`src/sv/akvt_pkg.sv`:
```
// shared types, sizes and codes of the aging key/value table
package akvt_pkg;

    localparam int ENTRIES    = 16;
    localparam int KEY_BITS   = 32;
    localparam int VALUE_BITS = 32;

    localparam int IDX_W  = $clog2(ENTRIES);
    localparam int CNT_W  = $clog2(ENTRIES + 1);
    localparam int KEY_SW = (KEY_BITS < 32) ? KEY_BITS : 32;
    localparam int VAL_SW = (VALUE_BITS < 32) ? VALUE_BITS : 32;

    localparam logic [1:0] OP_LOOKUP = 2'd0;
    localparam logic [1:0] OP_INSERT = 2'd1;
    localparam logic [1:0] OP_DELETE = 2'd2;

    localparam logic REG_CAPACITY = 1'b0;
    localparam logic REG_TIMEOUT  = 1'b1;

    typedef struct packed {
        logic [1:0]  operation;
        logic [31:0] key;
        logic [31:0] value_in;
        logic [31:0] now;
    } t_in_word;

    typedef struct packed {
        logic        hit;
        logic [31:0] value_out;
        logic        status;
        logic [4:0]  entry_count;
    } t_out_word;

    // search token handed from cell to cell
    typedef struct packed {
        logic              valid;
        logic [1:0]        op;
        logic [KEY_SW-1:0] key;
        logic [VAL_SW-1:0] value;
        logic [31:0]       now;
        logic              found;
        logic [IDX_W-1:0]  fidx;
        logic [VAL_SW-1:0] fval;
        logic              dead;
        logic [IDX_W-1:0]  didx;
    } t_tok;

    // slot write broadcast from the controller
    typedef struct packed {
        logic              kv_en;
        logic              val_en;
        logic              st_en;
        logic [IDX_W-1:0]  idx;
        logic [KEY_SW-1:0] key;
        logic [VAL_SW-1:0] value;
        logic [31:0]       stamp;
    } t_wr;

    typedef enum logic [1:0] {
        ST_IDLE,
        ST_SCAN,
        ST_COMMIT
    } t_state;

endpackage

```
`src/sv/akvt_cell.sv`:
```
// one table slot with its stage of the search chain
module akvt_cell (
    input  logic                 i_clk,
    input  logic                 i_rst_n,
    input  logic [akvt_pkg::IDX_W-1:0] i_index,
    input  logic [akvt_pkg::CNT_W-1:0] i_depth,
    input  logic [15:0]          i_timeout,
    input  akvt_pkg::t_tok       i_tok,
    output akvt_pkg::t_tok       o_tok,
    input  akvt_pkg::t_wr        i_wr
);
    import akvt_pkg::*;

    logic [KEY_SW-1:0] r_key;
    logic [VAL_SW-1:0] r_value;
    logic [31:0]       r_stamp;
    t_tok              r_tok;
    t_tok              n_tok;
    logic [32:0]       w_sum;
    logic              w_live;
    logic              w_used;
    logic              w_sel;

    always_comb begin
        w_sum  = {1'b0, r_stamp} + 33'(i_timeout);
        w_live = (r_stamp != 32'd0) &&
                 ((i_timeout == 16'd0) || (w_sum >= {1'b0, i_tok.now}));
        w_used = CNT_W'(i_index) < i_depth;
        w_sel  = i_wr.idx == i_index;
        n_tok  = i_tok;
        if (i_tok.valid && w_used && w_live && !i_tok.found &&
            (r_key == i_tok.key)) begin
            n_tok.found = 1'b1;
            n_tok.fidx  = i_index;
            n_tok.fval  = r_value;
        end
        if (i_tok.valid && w_used && !w_live && !i_tok.dead) begin
            n_tok.dead = 1'b1;
            n_tok.didx = i_index;
        end
    end

    always_ff @(posedge i_clk) begin
        if (!i_rst_n) begin
            r_tok   <= '0;
            r_stamp <= 32'd0;
        end else begin
            r_tok <= n_tok;
            if (i_wr.st_en && w_sel) begin
                r_stamp <= i_wr.stamp;
            end
        end
    end

    always_ff @(posedge i_clk) begin
        if (i_wr.kv_en && w_sel) begin
            r_key <= i_wr.key;
        end
        if (i_wr.val_en && w_sel) begin
            r_value <= i_wr.value;
        end
    end

    assign o_tok = r_tok;

endmodule

```
`config.mk`:
```
export PLATFORM = sky130hd
export DESIGN_NAME = akvt_cell
export DESIGN_NICKNAME = d
export VERILOG_FILES = /design/src/sv/akvt_pkg.sv /design/src/sv/akvt_cell.sv
export SDC_FILE = /design/constraint.sdc
export NUM_CORES = 1
export LEC_CHECK = 0
export BUFFER_PORTS_ARGS = -buffer_cell sky130_fd_sc_hd__buf_2
export CELL_PAD_IN_SITES_DETAIL_PLACEMENT = 1
export CELL_PAD_IN_SITES_GLOBAL_PLACEMENT = 1
export CORE_ASPECT_RATIO = 1.75
export CORE_MARGIN = 2
export CORE_UTILIZATION = 32
export DETAILED_ROUTE_END_ITERATION = 10
export GPL_TIMING_DRIVEN = 1
export PLACE_DENSITY_LB_ADDON = 0.1
export RECOVER_POWER = 100
export SLEW_MARGIN = 20
export SYNTH_ARGS = -nofsm -noshare
export SYNTH_HDL_FRONTEND = slang
export SYNTH_SLANG_ARGS = --single-unit
```
`constraint.sdc`:
```
create_clock -name i_clk -period 4.2 [get_ports i_clk]
set_input_delay 0.21 -clock i_clk [delete_from_list [all_inputs] [get_ports i_clk]]
set_output_delay 0.21 -clock i_clk [all_outputs]
set_load 0.01 [all_outputs]
```
==> flow_summary.toml, run 1 <==
[timing]
slew_headroom_pct = 20.2
final_critical_path_required_period_ps = 4310
grt_setup_unrepaired = "true"
final_setup_violations = 33
totalNegativeSetupSlack_ps = -1510
final_max_slew_viol_count = 0
layout_setup_ws_ps = -108
fmax_mhz = 232
finalHoldViolations = 0
worst-slew-pin-transition_ps = 1200
fin_worst_skew_ps = 14.7
layout_worst_path_cycle_share_pct = 103

[cts]
cts.reportedPaths.clkPinSlew_ps = 60
cts-buffers-inserted = 24
clockRootBuffer = "sky130_fd_sc_hd__clkbuf_16"
clk-insertion-delay-late_ps = 530
cts_sinks = 237
cts_htree_levels = 1
cts_tree = "yes"
max-clock-path-buffers = 3

[finish]
most_common_cell_after_layout_fill_and_taps_aside = "sky130_fd_sc_hd__buf_2"
nets = 2014
post_route_cells_drive_above_1_share_pct = 36.6
syn2layout_area_growth_pct = 71.4
utilization_pct = 55.7
most-common-layout-cells = "sky130_fd_sc_hd__buf_2 (406), sky130_fd_sc_hd__dlygate4sd3_1 (241), sky130_fd_sc_hd__dfxtp_1 (171), sky130_fd_sc_hd__a21oi_1 (79), sky130_fd_sc_hd__nand2_1 (78)"

[worst_setup_path]
cp_max_fo = 5
start_kind = "flop"
worst_ep_arrival_time_ps = 4770
timing_worst_setup_path_type = "reg -> reg"
critical_path_required_time_ps = 4660
kind_of_end_point_of_the_critical_path = "flop"

[grt]
grt_pass1_vias = 11400
global_route.overflow_total = 0
grt_first_pass_wirelength_mm = 63.1
gr-usage-all-layers_pct = 26.1
antenna_found_initial = 4
grt_max_degree = 101

[place]
place_hpwl_mm = 28.1
gpl.final_weighted_congestion = 0.878
place.port_buffers = 411
preCtsSetupSlack_ps = -458

[route]
post-route-drc-count = 0
detail_route.vias_per_cell = 4.78
detailroute.via_count = 10000
wire_per_inst_um = 20.5
dr.pass1.iters = 4
route.final.wire_length_mm = 43.1
drt.antenna.violating_nets = 0
drt_first_iter_violations = 313

[power]
netSwitchingPower_w = 0.00137
power.switching_fraction_pct = 25.1
power_density_over_the_cells_nw_per_um2 = 329
p_leak_nw = 7.51
power.combinational.fraction_pct = 15.5
ir_worst_vdd_mv = 0.314
cellInternalPower_w = 0.00411
seqPwrFrac_pct = 45.3
power.clock.fraction_pct = 39.2

[run_status]
status = "finished with violations"
violations = "setup timing"

[logic_synthesis]
yosysUniqueCellTypes = 52
yosys_register_bits = 237
ys_dominant_reg_cell = "sky130_fd_sc_hd__dfxtp_1"
syn_std_cell_area_um2 = 9730
ys.warnings.count = 0
synth_fp_nets = 1288
post_synth_inst_count = 965
synth.yosys.seq_area_share_pct = 55.3
async_flop_share_pct = 0
synth.avg_cell_area_um2 = 10.1
number_of_flops_mapped_to_enable_cells_by_yosys = 64

[die]
pin_count = 412
number_of_rows_created_at_floorplan = 84
coreArea_um2 = 30000
initial_core_util_pct = 32.5
fp.dieW_um = 136
die_h_um = 235
fp.dieArea_um2 = 31900

[hold_path]
hp-class = "in -> reg"

[run]
max_cap_viol_count = 0
==> final cells by class <==
class,count,area (um2)
timing repair buffer,746,5370
tap,387,484
multi-input combinational,628,4460
fill,3386,13300
inverter,54,204
clock inverter,6,56.3
antenna,5,12.5
sequential,237,5390
clock buffer,38,706
==> layer usage <==
layer | vias up | part of all wire [%] | track usage [%]
met5 | - | 0 | 0
met4 | 0 | 5.2 | 14.3
met3 | 94 | 5.6 | 6.36
met2 | 339 | 57 | 50.7
met1 | 4811 | 33 | 23.9
li1 | 4791 | - | -
==> worst paths after layout <==
| check | from | endpoint | slack [ps] | cells after the start |
|---|---|---|---|---|
| worst max-delay path | r_stamp[0]$_SDFFE_PN0P_ | o_tok[2]$_SDFF_PN0_ | -110 | 19 |
| worst min-delay path | i_rst_n | o_tok[0]$_SDFF_PN0_ | 210 | 4 |
| worst max register to register | r_stamp[0]$_SDFFE_PN0P_ | o_tok[2]$_SDFF_PN0_ | -110 | 19 |
| worst min register to register | r_stamp[8]$_SDFFE_PN0P_ | r_stamp[8]$_SDFFE_PN0P_ | 490 | 2 |
==> repair_timing <==
item / in CTS / in global routing
resized for setup: 64 / 92
hold buffers: 240 / 1
buffers inserted: 9 / 6
cloned: 2 / 5
endpoints found under the hold margin: 236 / 1
pin swaps: 49 / 67
setup endpoints to repair: 42 / 42
==> worst max-delay path, stage by stage (launching register included) <==
cell and delay, ps:
sky130_fd_sc_hd__dfxtp_2 350, sky130_fd_sc_hd__ha_4 140, sky130_fd_sc_hd__inv_2 40, sky130_fd_sc_hd__fa_2 360
sky130_fd_sc_hd__nor2b_4 160, sky130_fd_sc_hd__o31ai_4 80, sky130_fd_sc_hd__a2111oi_2 330, sky130_fd_sc_hd__buf_4 230
sky130_fd_sc_hd__nor2_4 50, sky130_fd_sc_hd__buf_12 130, sky130_fd_sc_hd__nor2_4 90, sky130_fd_sc_hd__xor2_1 170
sky130_fd_sc_hd__ha_1 270, sky130_fd_sc_hd__a21o_1 170, sky130_fd_sc_hd__nand3_1 70, sky130_fd_sc_hd__a21oi_1 60
sky130_fd_sc_hd__o31a_1 330, sky130_fd_sc_hd__o41a_4 530, sky130_fd_sc_hd__or4_4 540, sky130_fd_sc_hd__o21ai_1 130
==> state kept, by name (all words and copies together), names as in the netlist <==
register and cells:
r_stamp 32, o_tok 141, r_key 32, r_value 32
==> metrics by stage <==
stage,hold slack (ps),instances,area (um2),total power (W)
after floorplan,309,965,9740,0.00279
after global placement,386,1790,12700,0.00312
after detailed placement,388,1790,12700,0.00313
after CTS,14.3,2084,16200,0.00548
after global routing,210,2100,16700,0.00570
final,209,2101,16700,0.00549
==> cell families (layout without fill, tap and decap cells) <==
logic type	after synthesis	after routing	share of synthesized area [%]
simple gates	314	314	16.2
flops	237	237	55.3
compound gates	202	202	12.3
buf+inv	100	844	3.96
xor+xnor	60	60	5.40
fa+ha+maj	52	52	6.76
other cells	0	5	0
==> cells in the mapped netlist, types with 5 or more instances <==
library cell / number / area [um2]
sky130_fd_sc_hd__a21boi_0: 5 / 37.5
sky130_fd_sc_hd__dfxtp_1: 173 / 3460
sky130_fd_sc_hd__xor2_1: 18 / 158
sky130_fd_sc_hd__nor3_1: 5 / 25.0
sky130_fd_sc_hd__o21ai_0: 45 / 225
sky130_fd_sc_hd__xnor2_1: 42 / 368
sky130_fd_sc_hd__edfxtp_1: 64 / 1920
sky130_fd_sc_hd__nand2_1: 79 / 297
sky130_fd_sc_hd__and2_1: 71 / 444
sky130_fd_sc_hd__nor4_1: 15 / 93.8
sky130_fd_sc_hd__nand3_1: 52 / 260
sky130_fd_sc_hd__inv_1: 54 / 203
sky130_fd_sc_hd__a21oi_1: 98 / 490
sky130_fd_sc_hd__a21o_1: 11 / 82.6
sky130_fd_sc_hd__a211oi_1: 5 / 37.5
sky130_fd_sc_hd__clkbuf_1: 42 / 158
sky130_fd_sc_hd__o21ai_1: 7 / 35.0
sky130_fd_sc_hd__nor2_1: 56 / 210
sky130_fd_sc_hd__nand4_1: 19 / 119
sky130_fd_sc_hd__ha_1: 51 / 638
==> power groups by stage <==
stage	registers, W	logic, W	clock network, W
floorplan	0.00256	0.000227	0
global placement	0.00253	0.000590	0
detailed placement	0.00253	0.000603	0
CTS	0.00248	0.000807	0.00219
global route	0.00249	0.000923	0.00229
finish	0.00248	0.000853	0.00215
No activity file was read; power rests on OpenSTA's default activity.
==> run 2, diff against run 1 <==
--- a/config.mk
+++ b/config.mk
@@ -5,6 +5,7 @@
 export SDC_FILE = /design/constraint.sdc
 export NUM_CORES = 1
 export LEC_CHECK = 0
+export ABC_AREA = 1
 export BUFFER_PORTS_ARGS = -buffer_cell sky130_fd_sc_hd__buf_2
 export CELL_PAD_IN_SITES_DETAIL_PLACEMENT = 1
 export CELL_PAD_IN_SITES_GLOBAL_PLACEMENT = 1
==> flow_summary.toml, run 2 <==
[finish]
largest_register_ffs = 141
nets = 2288
syn2layout_area_growth_pct = 54.2
utilization_pct = 49.9
postLayoutCellArea_um2 = 16400
most_common_cell_after_layout_fill_and_taps_aside = "sky130_fd_sc_hd__inv_1"
n_fill_cell = 4082
most-common-layout-cells = "sky130_fd_sc_hd__inv_1 (328), sky130_fd_sc_hd__buf_2 (261), sky130_fd_sc_hd__nand2_1 (256), sky130_fd_sc_hd__dlygate4sd3_1 (232), sky130_fd_sc_hd__dfxtp_1 (172)"
post_route_cells_drive_above_1_share_pct = 20.2

[timing]
layout_setup_ws_ps = 304
slew_headroom_pct = -92.9
fin_worst_skew_ps = 15.3
layout_worst_path_cycle_share_pct = 92.8
fmax_mhz = 257
final_max_slew_viol_count = 66
final_setup_violations = 0
worst-slew-pin-transition_ps = 2880
final.hold.worst_slack_ps = 8.26
finalHoldViolations = 0
totalNegativeSetupSlack_ps = 0
final_critical_path_required_period_ps = 3900

[grt]
gr-usage-all-layers_pct = 22.3
global_route.overflow_total = 0
grt_first_pass_wirelength_mm = 60.4
grt_max_degree = 124
antenna_found_initial = 4
grt_pass1_vias = 11700

[hold_path]
holdPathStages = 3
worstHoldEndpoint = "r_stamp[25]$_SDFFE_PN0P_"
timing.hold.worst.start = "i_wr[25]"
hp-class = "in -> reg"

[worst_setup_path]
worst_ep_arrival_time_ps = 4330
path_buf_inv = 5
critical_path_required_time_ps = 4630
path_common_cell = "sky130_fd_sc_hd__nand2_1"
worst_path_largest_cell_delay_ps = 350
r2r_end = "o_tok[13]$_SDFF_PN0_"
critPathTopFamily = "simple AND/OR/NAND/NOR gates"
start_kind = "flop"
r2r_setup_slack_ps = 300
rr_worst_depth = 31
source_of_the_worst_register_to_register_timing_path = "r_stamp[0]$_SDFFE_PN0P_"
timing_worst_setup_path_type = "reg -> reg"
cp_max_fo = 6
crit_slowest_cell = "sky130_fd_sc_hd__dfxtp_2"
kind_of_end_point_of_the_critical_path = "flop"

[die]
initial_core_util_pct = 32.4
number_of_rows_created_at_floorplan = 88
coreArea_um2 = 32900
fp.dieArea_um2 = 34800
die_h_um = 245
pin_count = 412
fp.dieW_um = 142

[logic_synthesis]
ys.warnings.count = 0
yosys_register_bits = 237
synth.avg_cell_area_um2 = 8.17
syn_std_cell_area_um2 = 10700
number_of_flops_mapped_to_enable_cells_by_yosys = 64
synth.largest_area_cell = "sky130_fd_sc_hd__dfxtp_1"
ys_dominant_reg_cell = "sky130_fd_sc_hd__dfxtp_1"
synth_top_cells_by_count = "sky130_fd_sc_hd__inv_1 (331), sky130_fd_sc_hd__nand2_1 (242), sky130_fd_sc_hd__dfxtp_1 (173)"
synth.top_cells.by_area = "sky130_fd_sc_hd__dfxtp_1 (32%), sky130_fd_sc_hd__edfxtp_1 (18%), sky130_fd_sc_hd__inv_1 (12%)"
synth_fp_nets = 1628
synth_most_common_cell = "sky130_fd_sc_hd__inv_1"
yosysUniqueCellTypes = 44
post_synth_inst_count = 1305
async_flop_share_pct = 0
synth.yosys.seq_area_share_pct = 50.5
synth_largest_type_area_fraction_pct = 32.5

[cts]
cts-buffers-inserted = 24
max-clock-path-buffers = 3
clockRootBuffer = "sky130_fd_sc_hd__clkbuf_16"
clk-insertion-delay-late_ps = 530
cts_tree = "yes"
cts.reportedPaths.clkPinSlew_ps = 70
cts_htree_levels = 1
cts_sinks = 237

[route]
detail_route.vias_per_cell = 4.49
post-route-drc-count = 0
drt_first_iter_violations = 237
drt.antenna.violating_nets = 0
dr.pass1.iters = 4
detailroute.via_count = 10700
wire_per_inst_um = 17.0
route.final.wire_length_mm = 40.5

[run]
max_cap_viol_count = 3

[place]
post_dp_cell_area_um2 = 13200
gpl.final_weighted_congestion = 0.891
place_hpwl_mm = 28.0
preCtsSetupSlack_ps = -26.7
place.port_buffers = 411

[power]
power_density_over_the_cells_nw_per_um2 = 343
ir_worst_vdd_mv = 0.303
p_leak_nw = 8.55

[run_status]
status = "finished with violations"
violations = "capacitance limit, slew limit"
==> run 2: cell type report <==
class / instances / area [um2] / share of cell area [%]
sequential: 237 / 5390 / 32.8
timing repair buffer: 668 / 4480 / 27.3
multi-input combinational: 687 / 3910 / 23.8
inverter: 347 / 1310 / 7.97
clock buffer: 40 / 762 / 4.64
tap: 405 / 507 / 3.08
clock inverter: 4 / 70.1 / 0.426
antenna: 3 / 7.51 / 0.0457
==> run 2: report_power, final <==
group | total (W) | leakage, nW | switching, W | internal, W
Combinational | 0.000867 | 6.13 | 0.000457 | 0.000410
Clock | 0.00227 | 0.410 | 0.000920 | 0.00135
Sequential | 0.00249 | 2.01 | 0.0000385 | 0.00245
==> run 2: worst min-delay path: cells and delay by family <==
| kind | cells | cell delay, ps |
|---|---|---|
| buffers and inverters | 1 | 70 |
| AOI/OAI and AO/OA | 2 | 220 |
==> run 2: metrics by stage <==
step	cells	total power (W)
after floorplan	1305	0.00288
after global placement	2101	0.00321
after detailed placement	2101	0.00323
after CTS	2377	0.00570
after global routing	2391	0.00589
final	2391	0.00563
==> run 2: worst max-delay path by stage <==
stage | from | end | depth (start not counted)
6_report | r_stamp[0]$_SDFFE_PN0P_ | o_tok[13]$_SDFF_PN0_ | 31
3_5_place_dp | i_timeout[0] | o_tok[5]$_SDFF_PN0_ | 30
3_3_place_gp | i_timeout[0] | o_tok[36]$_SDFF_PN0_ | 30
4_1_cts | r_stamp[0]$_SDFFE_PN0P_ | o_tok[39]$_SDFF_PN0_ | 29
5_1_grt | r_stamp[0]$_SDFFE_PN0P_ | o_tok[38]$_SDFF_PN0_ | 31
2_1_floorplan | r_stamp[0]$_SDFFE_PN0P_ | o_tok[18]$_SDFF_PN0_ | 30
==> run 2: what timing repair did <==
action	4_1_cts	5_1_grt
setup endpoints to repair	15	41
cloned	0	4
hold endpoints to repair	232	0
hold buffers	232	0
buffers inserted	0	7
gates resized for setup	4	35
pin swaps	2	12
==> run 2: cells by family after synthesis <==
family | synth area share (%)
compound gates | 6.81
flops | 50.5
xor+xnor | 3.94
buf+inv | 13.7
simple gates | 18.8
fa+ha+maj | 6.18
==> run 2: per-layer routing <==
metal,part of all wire (%),up-vias,wire length (um),GRT usage [%]
met3,4.6,86,1880,3.56
met4,3.9,2,1570,8.97
met1,35,5048,14100,21.5
li1,-,5298,-,-
met2,57,302,23000,45.7
met5,0.017,-,7,0
